File: src/rtl/nqt_pkg.sv
// types, codes and helpers of the neighbour queue table
// used by the cell, the top level and the checker
package nqt_pkg;

    localparam int NQT_NEIGHBOURS = 8;
    localparam int NQT_POOL_NODES = 16;
    localparam int NQT_ADDR_BYTES = 8;

    // index field wide enough for the largest entry count the table supports
    localparam int NQT_IDX_MAX_W = 6;

    localparam int NQT_IN_DATA_W  = 72;
    localparam int NQT_IN_USER_W  = 2;
    localparam int NQT_OUT_DATA_W = 16;

    typedef enum logic {
        KIND_ENQUEUE = 1'b0,
        KIND_RELEASE = 1'b1
    } t_kind;

    typedef enum logic [2:0] {
        ST_QUEUED    = 3'd0,
        ST_NO_DEST   = 3'd1,
        ST_NO_ENTRY  = 3'd2,
        ST_POOL_FULL = 3'd3,
        ST_RELEASED  = 3'd4,
        ST_EMPTY     = 3'd5
    } t_status;

    // running search result handed from cell to cell
    typedef struct packed {
        logic                     match_hit;
        logic [NQT_IDX_MAX_W-1:0] match_idx;
        logic                     free_hit;
        logic [NQT_IDX_MAX_W-1:0] free_idx;
        logic                     empty_hit;
        logic [NQT_IDX_MAX_W-1:0] empty_idx;
    } t_scan;

    // update applied to the selected cell
    typedef struct packed {
        logic setup;
        logic inc;
        logic dec;
    } t_cell_op;

    function automatic logic [63:0] nqt_byte_mask(input logic [3:0] len);
        logic [63:0] mask;
        mask = '0;
        for (int b = 0; b < 8; b++) begin
            if (4'(b) < len) begin
                mask[b*8 +: 8] = 8'hff;
            end
        end
        return mask;
    endfunction

endpackage

File: src/rtl/nqt_cell.sv
// one table entry: address, length and queue count, plus one stage of the search chain
// depends on nqt_pkg
module nqt_cell #(
    parameter int CELL_INDEX = 0,
    parameter int IDX_W      = 3,
    parameter int ADDR_W     = 64,
    parameter int CNT_W      = 5
) (
    input  logic                 i_clk,
    input  logic                 i_rst_n,
    input  nqt_pkg::t_scan       i_scan,
    output nqt_pkg::t_scan       o_scan,
    input  logic [3:0]           i_key_len,
    input  logic [ADDR_W-1:0]    i_key,
    input  nqt_pkg::t_cell_op    i_op,
    input  logic [IDX_W-1:0]     i_op_idx,
    output logic [CNT_W-1:0]     o_count
);
    import nqt_pkg::*;

    localparam logic [NQT_IDX_MAX_W-1:0] MY_IDX = NQT_IDX_MAX_W'(CELL_INDEX);
    localparam logic [IDX_W-1:0]         MY_SEL = IDX_W'(CELL_INDEX);
    // entry 0 belongs to broadcast traffic and never joins the unicast search
    localparam logic                     UNICAST = (CELL_INDEX != 0);

    logic [3:0]        r_len;
    logic [ADDR_W-1:0] r_addr;
    logic [CNT_W-1:0]  r_count;
    t_scan             r_scan;

    t_scan             n_scan;
    logic [CNT_W-1:0]  n_count;
    logic              w_sel;

    assign w_sel = (i_op_idx == MY_SEL);

    always_comb begin
        n_scan = i_scan;
        if (UNICAST) begin
            if (!i_scan.match_hit && (r_len == i_key_len) && (r_addr == i_key)) begin
                n_scan.match_hit = 1'b1;
                n_scan.match_idx = MY_IDX;
            end
            if (!i_scan.free_hit && (r_len == 4'd0)) begin
                n_scan.free_hit = 1'b1;
                n_scan.free_idx = MY_IDX;
            end
            if (!i_scan.empty_hit && (r_count == '0)) begin
                n_scan.empty_hit = 1'b1;
                n_scan.empty_idx = MY_IDX;
            end
        end
    end

    always_comb begin
        n_count = r_count;
        if (w_sel) begin
            // a fresh entry starts from an empty queue
            if (i_op.setup) begin
                n_count = '0;
            end
            if (i_op.inc) begin
                n_count = n_count + CNT_W'(1);
            end
            if (i_op.dec) begin
                n_count = n_count - CNT_W'(1);
            end
        end
    end

    always_ff @(posedge i_clk) begin
        if (!i_rst_n) begin
            r_len   <= '0;
            r_count <= '0;
            r_scan  <= '0;
        end else begin
            r_scan  <= n_scan;
            r_count <= n_count;
            if (w_sel && i_op.setup) begin
                r_len <= i_key_len;
            end
        end
    end

    always_ff @(posedge i_clk) begin
        if (w_sel && i_op.setup) begin
            r_addr <= i_key;
        end
    end

    assign o_scan  = r_scan;
    assign o_count = r_count;

endmodule

File: src/rtl/neighbour_queue_table_core.sv
// an enqueue of a unicast packet goes from the input transfer through the search state, where
// the registered search chain moves one cell per cycle, to the commit state; broadcast,
// release and items without a valid destination go from the input straight to the commit state.
// one item is in work at a time, so a new item is accepted only once the last has committed;
// a result held by the receiver stalls the next item in its commit cycle.
// synchronous active-low reset frees all entries, empties all queues and the node pool.
module neighbour_queue_table_core #(
    parameter int NEIGHBOURS = nqt_pkg::NQT_NEIGHBOURS,
    parameter int POOL_NODES = nqt_pkg::NQT_POOL_NODES,
    parameter int ADDR_BYTES = nqt_pkg::NQT_ADDR_BYTES
) (
    input  logic                               i_clk,
    input  logic                               i_rst_n,
    input  logic                               i_s_axis_tvalid,
    output logic                               o_s_axis_tready,
    // addr_length[3:0], dest_addr[67:4], release_entry[70:68], zero pad[71]
    input  logic [nqt_pkg::NQT_IN_DATA_W-1:0]  i_s_axis_tdata,
    // kind[0], is_broadcast[1]
    input  logic [nqt_pkg::NQT_IN_USER_W-1:0]  i_s_axis_tuser,
    output logic                               o_m_axis_tvalid,
    input  logic                               i_m_axis_tready,
    // status[2:0], entry_index[5:3], new_entry[6], queue_length[11:7], zero pad[15:12]
    output logic [nqt_pkg::NQT_OUT_DATA_W-1:0] o_m_axis_tdata
);
    import nqt_pkg::*;

    localparam int IDX_W  = $clog2(NEIGHBOURS);
    localparam int CNT_W  = $clog2(POOL_NODES + 1);
    localparam int ADDR_W = 8 * ADDR_BYTES;

    typedef enum logic [1:0] {
        S_IDLE,
        S_SEARCH,
        S_COMMIT
    } t_state;

    t_state            r_state;
    logic [IDX_W-1:0]  r_scan_cnt;
    logic [CNT_W-1:0]  r_pool_used;
    t_kind             r_kind;
    logic              r_bcast;
    logic [3:0]        r_len;
    logic [ADDR_W-1:0] r_key;
    logic [2:0]        r_rel;
    logic              r_out_valid;
    t_status           r_status;
    logic [2:0]        r_out_idx;
    logic              r_out_new;
    logic [4:0]        r_out_qlen;

    // input field views
    logic              w_in_kind;
    logic              w_in_bcast;
    logic [3:0]        w_in_len;
    logic [63:0]       w_in_addr;
    logic [63:0]       w_in_key;
    logic              w_in_len_bad;
    logic              w_accept;

    t_scan             w_scan [NEIGHBOURS+1];
    logic [CNT_W-1:0]  w_cnt  [NEIGHBOURS];
    t_scan             w_found;

    logic              w_commit;
    logic              w_len_bad;
    logic              w_rel_ok;
    logic              w_hit;
    logic [IDX_W+2:0]  w_rel_wide;
    logic [IDX_W-1:0]  w_sel_idx;
    logic [CNT_W-1:0]  w_cnt_sel;
    logic [CNT_W-1:0]  w_qlen;
    logic [CNT_W+4:0]  w_qlen_wide;
    logic [IDX_W+2:0]  w_idx_wide;
    t_cell_op          w_op;
    t_status           w_status;
    logic              w_fresh;
    logic              w_report_idx;
    logic              w_pool_inc;
    logic              w_pool_dec;

    assign w_in_kind    = i_s_axis_tuser[0];
    assign w_in_bcast   = i_s_axis_tuser[1];
    assign w_in_len     = i_s_axis_tdata[3:0];
    assign w_in_addr    = i_s_axis_tdata[67:4];
    assign w_in_key     = w_in_addr & nqt_byte_mask(w_in_len);
    assign w_in_len_bad = (w_in_len == 4'd0) || (w_in_len > 4'(ADDR_BYTES));

    assign o_s_axis_tready = (r_state == S_IDLE);
    assign w_accept        = i_s_axis_tvalid && o_s_axis_tready;

    // search chain: the head sees an empty result, the tail holds the answer
    assign w_scan[0] = '0;
    assign w_found   = w_scan[NEIGHBOURS];

    for (genvar g = 0; g < NEIGHBOURS; g++) begin : g_cell
        nqt_cell #(
            .CELL_INDEX (g),
            .IDX_W      (IDX_W),
            .ADDR_W     (ADDR_W),
            .CNT_W      (CNT_W)
        ) u_cell (
            .i_clk     (i_clk),
            .i_rst_n   (i_rst_n),
            .i_scan    (w_scan[g]),
            .o_scan    (w_scan[g+1]),
            .i_key_len (r_len),
            .i_key     (r_key),
            .i_op      (w_op),
            .i_op_idx  (w_sel_idx),
            .o_count   (w_cnt[g])
        );
    end

    assign w_commit   = (r_state == S_COMMIT) && (!r_out_valid || i_m_axis_tready);
    assign w_len_bad  = (r_len == 4'd0) || (r_len > 4'(ADDR_BYTES));
    assign w_rel_ok   = ({29'd0, r_rel} < 32'(NEIGHBOURS));
    assign w_rel_wide = {{IDX_W{1'b0}}, r_rel};
    assign w_hit      = w_found.match_hit || w_found.free_hit || w_found.empty_hit;

    always_comb begin
        if (r_kind == KIND_RELEASE) begin
            w_sel_idx = w_rel_wide[IDX_W-1:0];
        end else if (r_bcast) begin
            w_sel_idx = '0;
        end else if (w_found.match_hit) begin
            w_sel_idx = w_found.match_idx[IDX_W-1:0];
        end else if (w_found.free_hit) begin
            w_sel_idx = w_found.free_idx[IDX_W-1:0];
        end else begin
            w_sel_idx = w_found.empty_idx[IDX_W-1:0];
        end
    end

    assign w_cnt_sel = w_cnt[w_sel_idx];

    always_comb begin
        w_op         = '0;
        w_status     = ST_NO_DEST;
        w_fresh      = 1'b0;
        w_report_idx = 1'b0;
        w_qlen       = '0;
        w_pool_inc   = 1'b0;
        w_pool_dec   = 1'b0;
        if (r_kind == KIND_RELEASE) begin
            w_status = ST_EMPTY;
            if (w_rel_ok) begin
                w_report_idx = 1'b1;
                if (w_cnt_sel != '0) begin
                    w_status   = ST_RELEASED;
                    w_op.dec   = 1'b1;
                    w_qlen     = w_cnt_sel - CNT_W'(1);
                    w_pool_dec = (r_pool_used != '0);
                end
            end
        end else if (!r_bcast && w_len_bad) begin
            w_status = ST_NO_DEST;
        end else if (!r_bcast && !w_hit) begin
            w_status = ST_NO_ENTRY;
        end else begin
            w_report_idx = 1'b1;
            w_fresh      = !r_bcast && !w_found.match_hit;
            w_op.setup   = w_fresh;
            // a new or reclaimed entry always has an empty queue
            w_qlen       = w_fresh ? '0 : w_cnt_sel;
            if (r_pool_used >= CNT_W'(POOL_NODES)) begin
                w_status = ST_POOL_FULL;
            end else begin
                w_status   = ST_QUEUED;
                w_op.inc   = 1'b1;
                w_qlen     = w_qlen + CNT_W'(1);
                w_pool_inc = 1'b1;
            end
        end
        if (!w_commit) begin
            w_op = '0;
        end
    end

    assign w_qlen_wide = {5'd0, w_qlen};
    assign w_idx_wide  = w_report_idx ? {3'd0, w_sel_idx} : '0;

    always_ff @(posedge i_clk) begin
        if (!i_rst_n) begin
            r_state     <= S_IDLE;
            r_scan_cnt  <= '0;
            r_pool_used <= '0;
            r_out_valid <= 1'b0;
        end else begin
            unique case (r_state)
                S_IDLE: begin
                    if (w_accept) begin
                        r_kind     <= t_kind'(w_in_kind);
                        r_bcast    <= w_in_bcast;
                        r_len      <= w_in_len;
                        r_key      <= w_in_key[ADDR_W-1:0];
                        r_rel      <= i_s_axis_tdata[70:68];
                        r_scan_cnt <= '0;
                        if ((t_kind'(w_in_kind) == KIND_ENQUEUE) && !w_in_bcast
                                && !w_in_len_bad) begin
                            r_state <= S_SEARCH;
                        end else begin
                            r_state <= S_COMMIT;
                        end
                    end
                end
                S_SEARCH: begin
                    r_scan_cnt <= r_scan_cnt + IDX_W'(1);
                    if (r_scan_cnt == IDX_W'(NEIGHBOURS - 1)) begin
                        r_state <= S_COMMIT;
                    end
                end
                S_COMMIT: begin
                    if (w_commit) begin
                        r_state <= S_IDLE;
                    end
                end
                default: begin
                    r_state <= S_IDLE;
                end
            endcase

            if (w_commit) begin
                r_out_valid <= 1'b1;
                r_status    <= w_status;
                r_out_idx   <= w_idx_wide[2:0];
                r_out_new   <= w_fresh;
                r_out_qlen  <= w_qlen_wide[4:0];
            end else if (i_m_axis_tready) begin
                r_out_valid <= 1'b0;
            end

            if (w_commit && w_pool_inc) begin
                r_pool_used <= r_pool_used + CNT_W'(1);
            end else if (w_commit && w_pool_dec) begin
                r_pool_used <= r_pool_used - CNT_W'(1);
            end
        end
    end

    assign o_m_axis_tvalid = r_out_valid;
    assign o_m_axis_tdata  = {4'd0, r_out_qlen, r_out_new, r_out_idx, r_status};

endmodule

File: config.mk
export PLATFORM = sky130hd
export DESIGN_NAME = neighbour_queue_table_core
export DESIGN_NICKNAME = d
export VERILOG_FILES = /design/src/rtl/nqt_pkg.sv /design/src/rtl/nqt_cell.sv /design/src/rtl/neighbour_queue_table_core.sv
export SDC_FILE = /design/constraint.sdc
export NUM_CORES = 1
export LEC_CHECK = 0
export ABC_CLOCK_PERIOD_IN_PS = 8900
export BUFFER_PORTS_ARGS = -buffer_cell sky130_fd_sc_hd__buf_2
export CAP_MARGIN = 15
export CORE_MARGIN = 4
export CORE_UTILIZATION = 55
export DETAILED_ROUTE_END_ITERATION = 12
export PLACE_DENSITY = 0.72
export SLEW_MARGIN = 20
export SYNTH_ARGS = -nofsm -noshare
export SYNTH_HDL_FRONTEND = slang
export SYNTH_HIERARCHICAL = 1
export SYNTH_SLANG_ARGS = --single-unit
export TNS_END_PERCENT = 100
File: constraint.sdc
create_clock -name i_clk -period 8.9 [get_ports i_clk]
set_input_delay 2.225 -clock i_clk [delete_from_list [all_inputs] [get_ports i_clk]]
set_output_delay 2.225 -clock i_clk [all_outputs]
set_load 0.02 [all_outputs]
==> results.ini <==
[cells_and_area]
layout-drive-gt1-share_pct=11.6
diodes=0
nNetsFinal=2895
post-route-util_pct=63.2
synthToLayoutAreaGrowth_pct=13.2
finalNonFillerCells=3618

[placement]
dp.cells=3482
gp_congestion=0.929
dp_hpwl_um=56500
numPortBuffers=90

[clock_network]
cts_tree=done
htree_levels=3
hold_buffers=0
clock-sinks=708
path_clk_slew_ns=0.06
clock_latency_ns=0.62
cts_buffers=72
clockBufferDepth=3
clockRootBuffer=clkbuf_16
ctsResizeCount=0
postCtsSetupBuffers=0

[sta]
max_slew_margin_pct=20.3
setup_viol=0
skew_ns=0.0250
period_share_pct=52.7
tightest_slew_ns=1.18
slew_violations=0
rsz0062_at_grt=no
fin_crit_ns=4.69
hold_violations=0
max_freq_mhz=213
setup-tns-final_ns=0

[flow_run]
cap_violations=0

[synth]
syn_inst=2590
synth_area_per_cell_um2=12.5
syn_area_um2=32400
yosys_warnings=6

[pwr]
clkPwrFrac_pct=43.1
p_per_area_nw_per_um2=198
p_leak_nw=12.9
combinationalPowerShare_pct=6.3
ir_drop_mv=0.245
switchingPower_mw=1.65
p_seq_share_pct=50.6
p_int_mw=5.61
p_sw_share_pct=22.7

[routing]
viasPerCell=6.01
wl_per_cell_um=23.8
drc=0
dr_total_vias=21800
ant_nets=0
drt-pass1-iter-count=6
wl_um=86200
drt-initial-drc-count=2117

[setup_path]
crit_slowest_cell=or4_1
startpoint_type=primary input
crit_required_ns=9.42
cpPeakStageDelay_ns=1.04
endpoint_kind=flip-flop
path_cells=buf_2 > buf_4 > clkinv_1 > or4_1 > o21ai_1
path_max_fanout=76
cp.arrival_ns=5.21
worstSetupPathType=primary input to flip-flop

[grt]
grt_pass1_vias=21300
grt_max_degree=77
grt-ovfl-total=0
grt_pass1_wl_um=128000
gr-usage-all-layers_pct=26.8
antenna_found_initial=1

[die]
core_area_um2=58000
die_w_um=251
die_h_um=251
start_util_pct=55.8
dieArea_um2=62800
num_rows=88
io_pins=96

[worst_hold_path]
hold_class=flip-flop to flip-flop

[status]
outcome=finished clean

## critical path: cells and delay by family
family,cells,cell delay (ns)
simple gates,1,1.04
compound gates,1,0.24
buf+inv,3,1.67
## power by group through the flow
| stage | Sequential, mW | Combinational, mW | Clock [mW] |
|---|---|---|---|
| after floorplan | 3.74 | 0.257 | 0 |
| after global placement | 3.74 | 0.431 | 0 |
| after detailed placement | 3.74 | 0.445 | 0 |
| after CTS | 3.67 | 0.449 | 3.16 |
| after global routing | 3.67 | 0.491 | 3.30 |
| final | 3.67 | 0.455 | 3.13 |
## routing by layer
layer  vias to the layer above  wire [µm]  track usage (%)
met3                       165       7570             4.28
met5                         -          0                0
met1                     10700      35300             37.4
li1                       9872          -                -
met4                         0       3470             10.1
met2                      1033      39800             42.9
## cells in the final DEF, fill, tap and decap left out, drive strengths merged, types with 16 or more instances in the layout
master / instances
o21ai: 27
nor2b: 240
conb: 16
nand4: 73
mux2i: 80
buf: 152
or4: 28
and2: 31
a211oi: 25
nand2: 105
dfxtp: 175
xnor2: 46
nor4: 183
a2111oi: 28
a21oi: 44
edfxtp: 533
nand2b: 45
nand3: 23
clkbuf: 97
nor2: 194
ha: 23
nor3: 42
inv: 93
xor2: 390
clkinv: 22
## sequential cells by signal (all words and copies together), names as in the netlist, 2 cells and up
| name | cells |
|---|---|
| g_cell.u_cell/r_addr | 448 |
| g_cell.u_cell/o_scan | 96 |
| r_key | 64 |
| g_cell.u_cell/o_count | 40 |
| g_cell.u_cell/r_len | 28 |
| r_out_qlen | 5 |
| r_pool_used | 5 |
| r_len | 4 |
| r_out_idx | 3 |
| r_rel | 3 |
| r_scan_cnt | 3 |
| r_status | 3 |
| r_state | 2 |
## per-stage QoR
stage | instance area (µm²) | hold WS (ns) | total power [mW] | setup WS [ns]
floorplan | 32400 | 0.393 | 4.00 | 1.62
global placement | 34100 | 0.407 | 4.17 | 3.68
detailed placement | 34200 | 0.405 | 4.19 | 3.65
CTS | 36600 | 0.415 | 7.28 | 4.27
global route | 36700 | 0.425 | 7.47 | 4.06
finish | 36700 | 0.411 | 7.25 | 4.21
## worst paths after layout
kind                                                 start                          end  slack, ns  cells after the start
worst max register to register                    r_len[1]  g_cell[5].u_cell/o_count[4]       4.52                     14
worst min-delay path            g_cell[3].u_cell/o_scan[8]   g_cell[4].u_cell/o_scan[8]       0.41                      2
worst min register to register  g_cell[3].u_cell/o_scan[8]   g_cell[4].u_cell/o_scan[8]       0.41                      2
worst max-delay path                               i_rst_n  g_cell[7].u_cell/o_scan[16]       4.21                      5
## area by class of cell
type / count / area (µm²)
Timing Repair Buffer: 152 / 956
Clock buffer: 97 / 2020
Multi-Input combinational cell: 1770 / 12500
Tap cell: 765 / 957
Sequential cell: 708 / 19500
Inverter: 89 / 334
Clock inverter: 37 / 438
Fill cell: 4382 / 21300
Power figures use the tool's default switching activity.
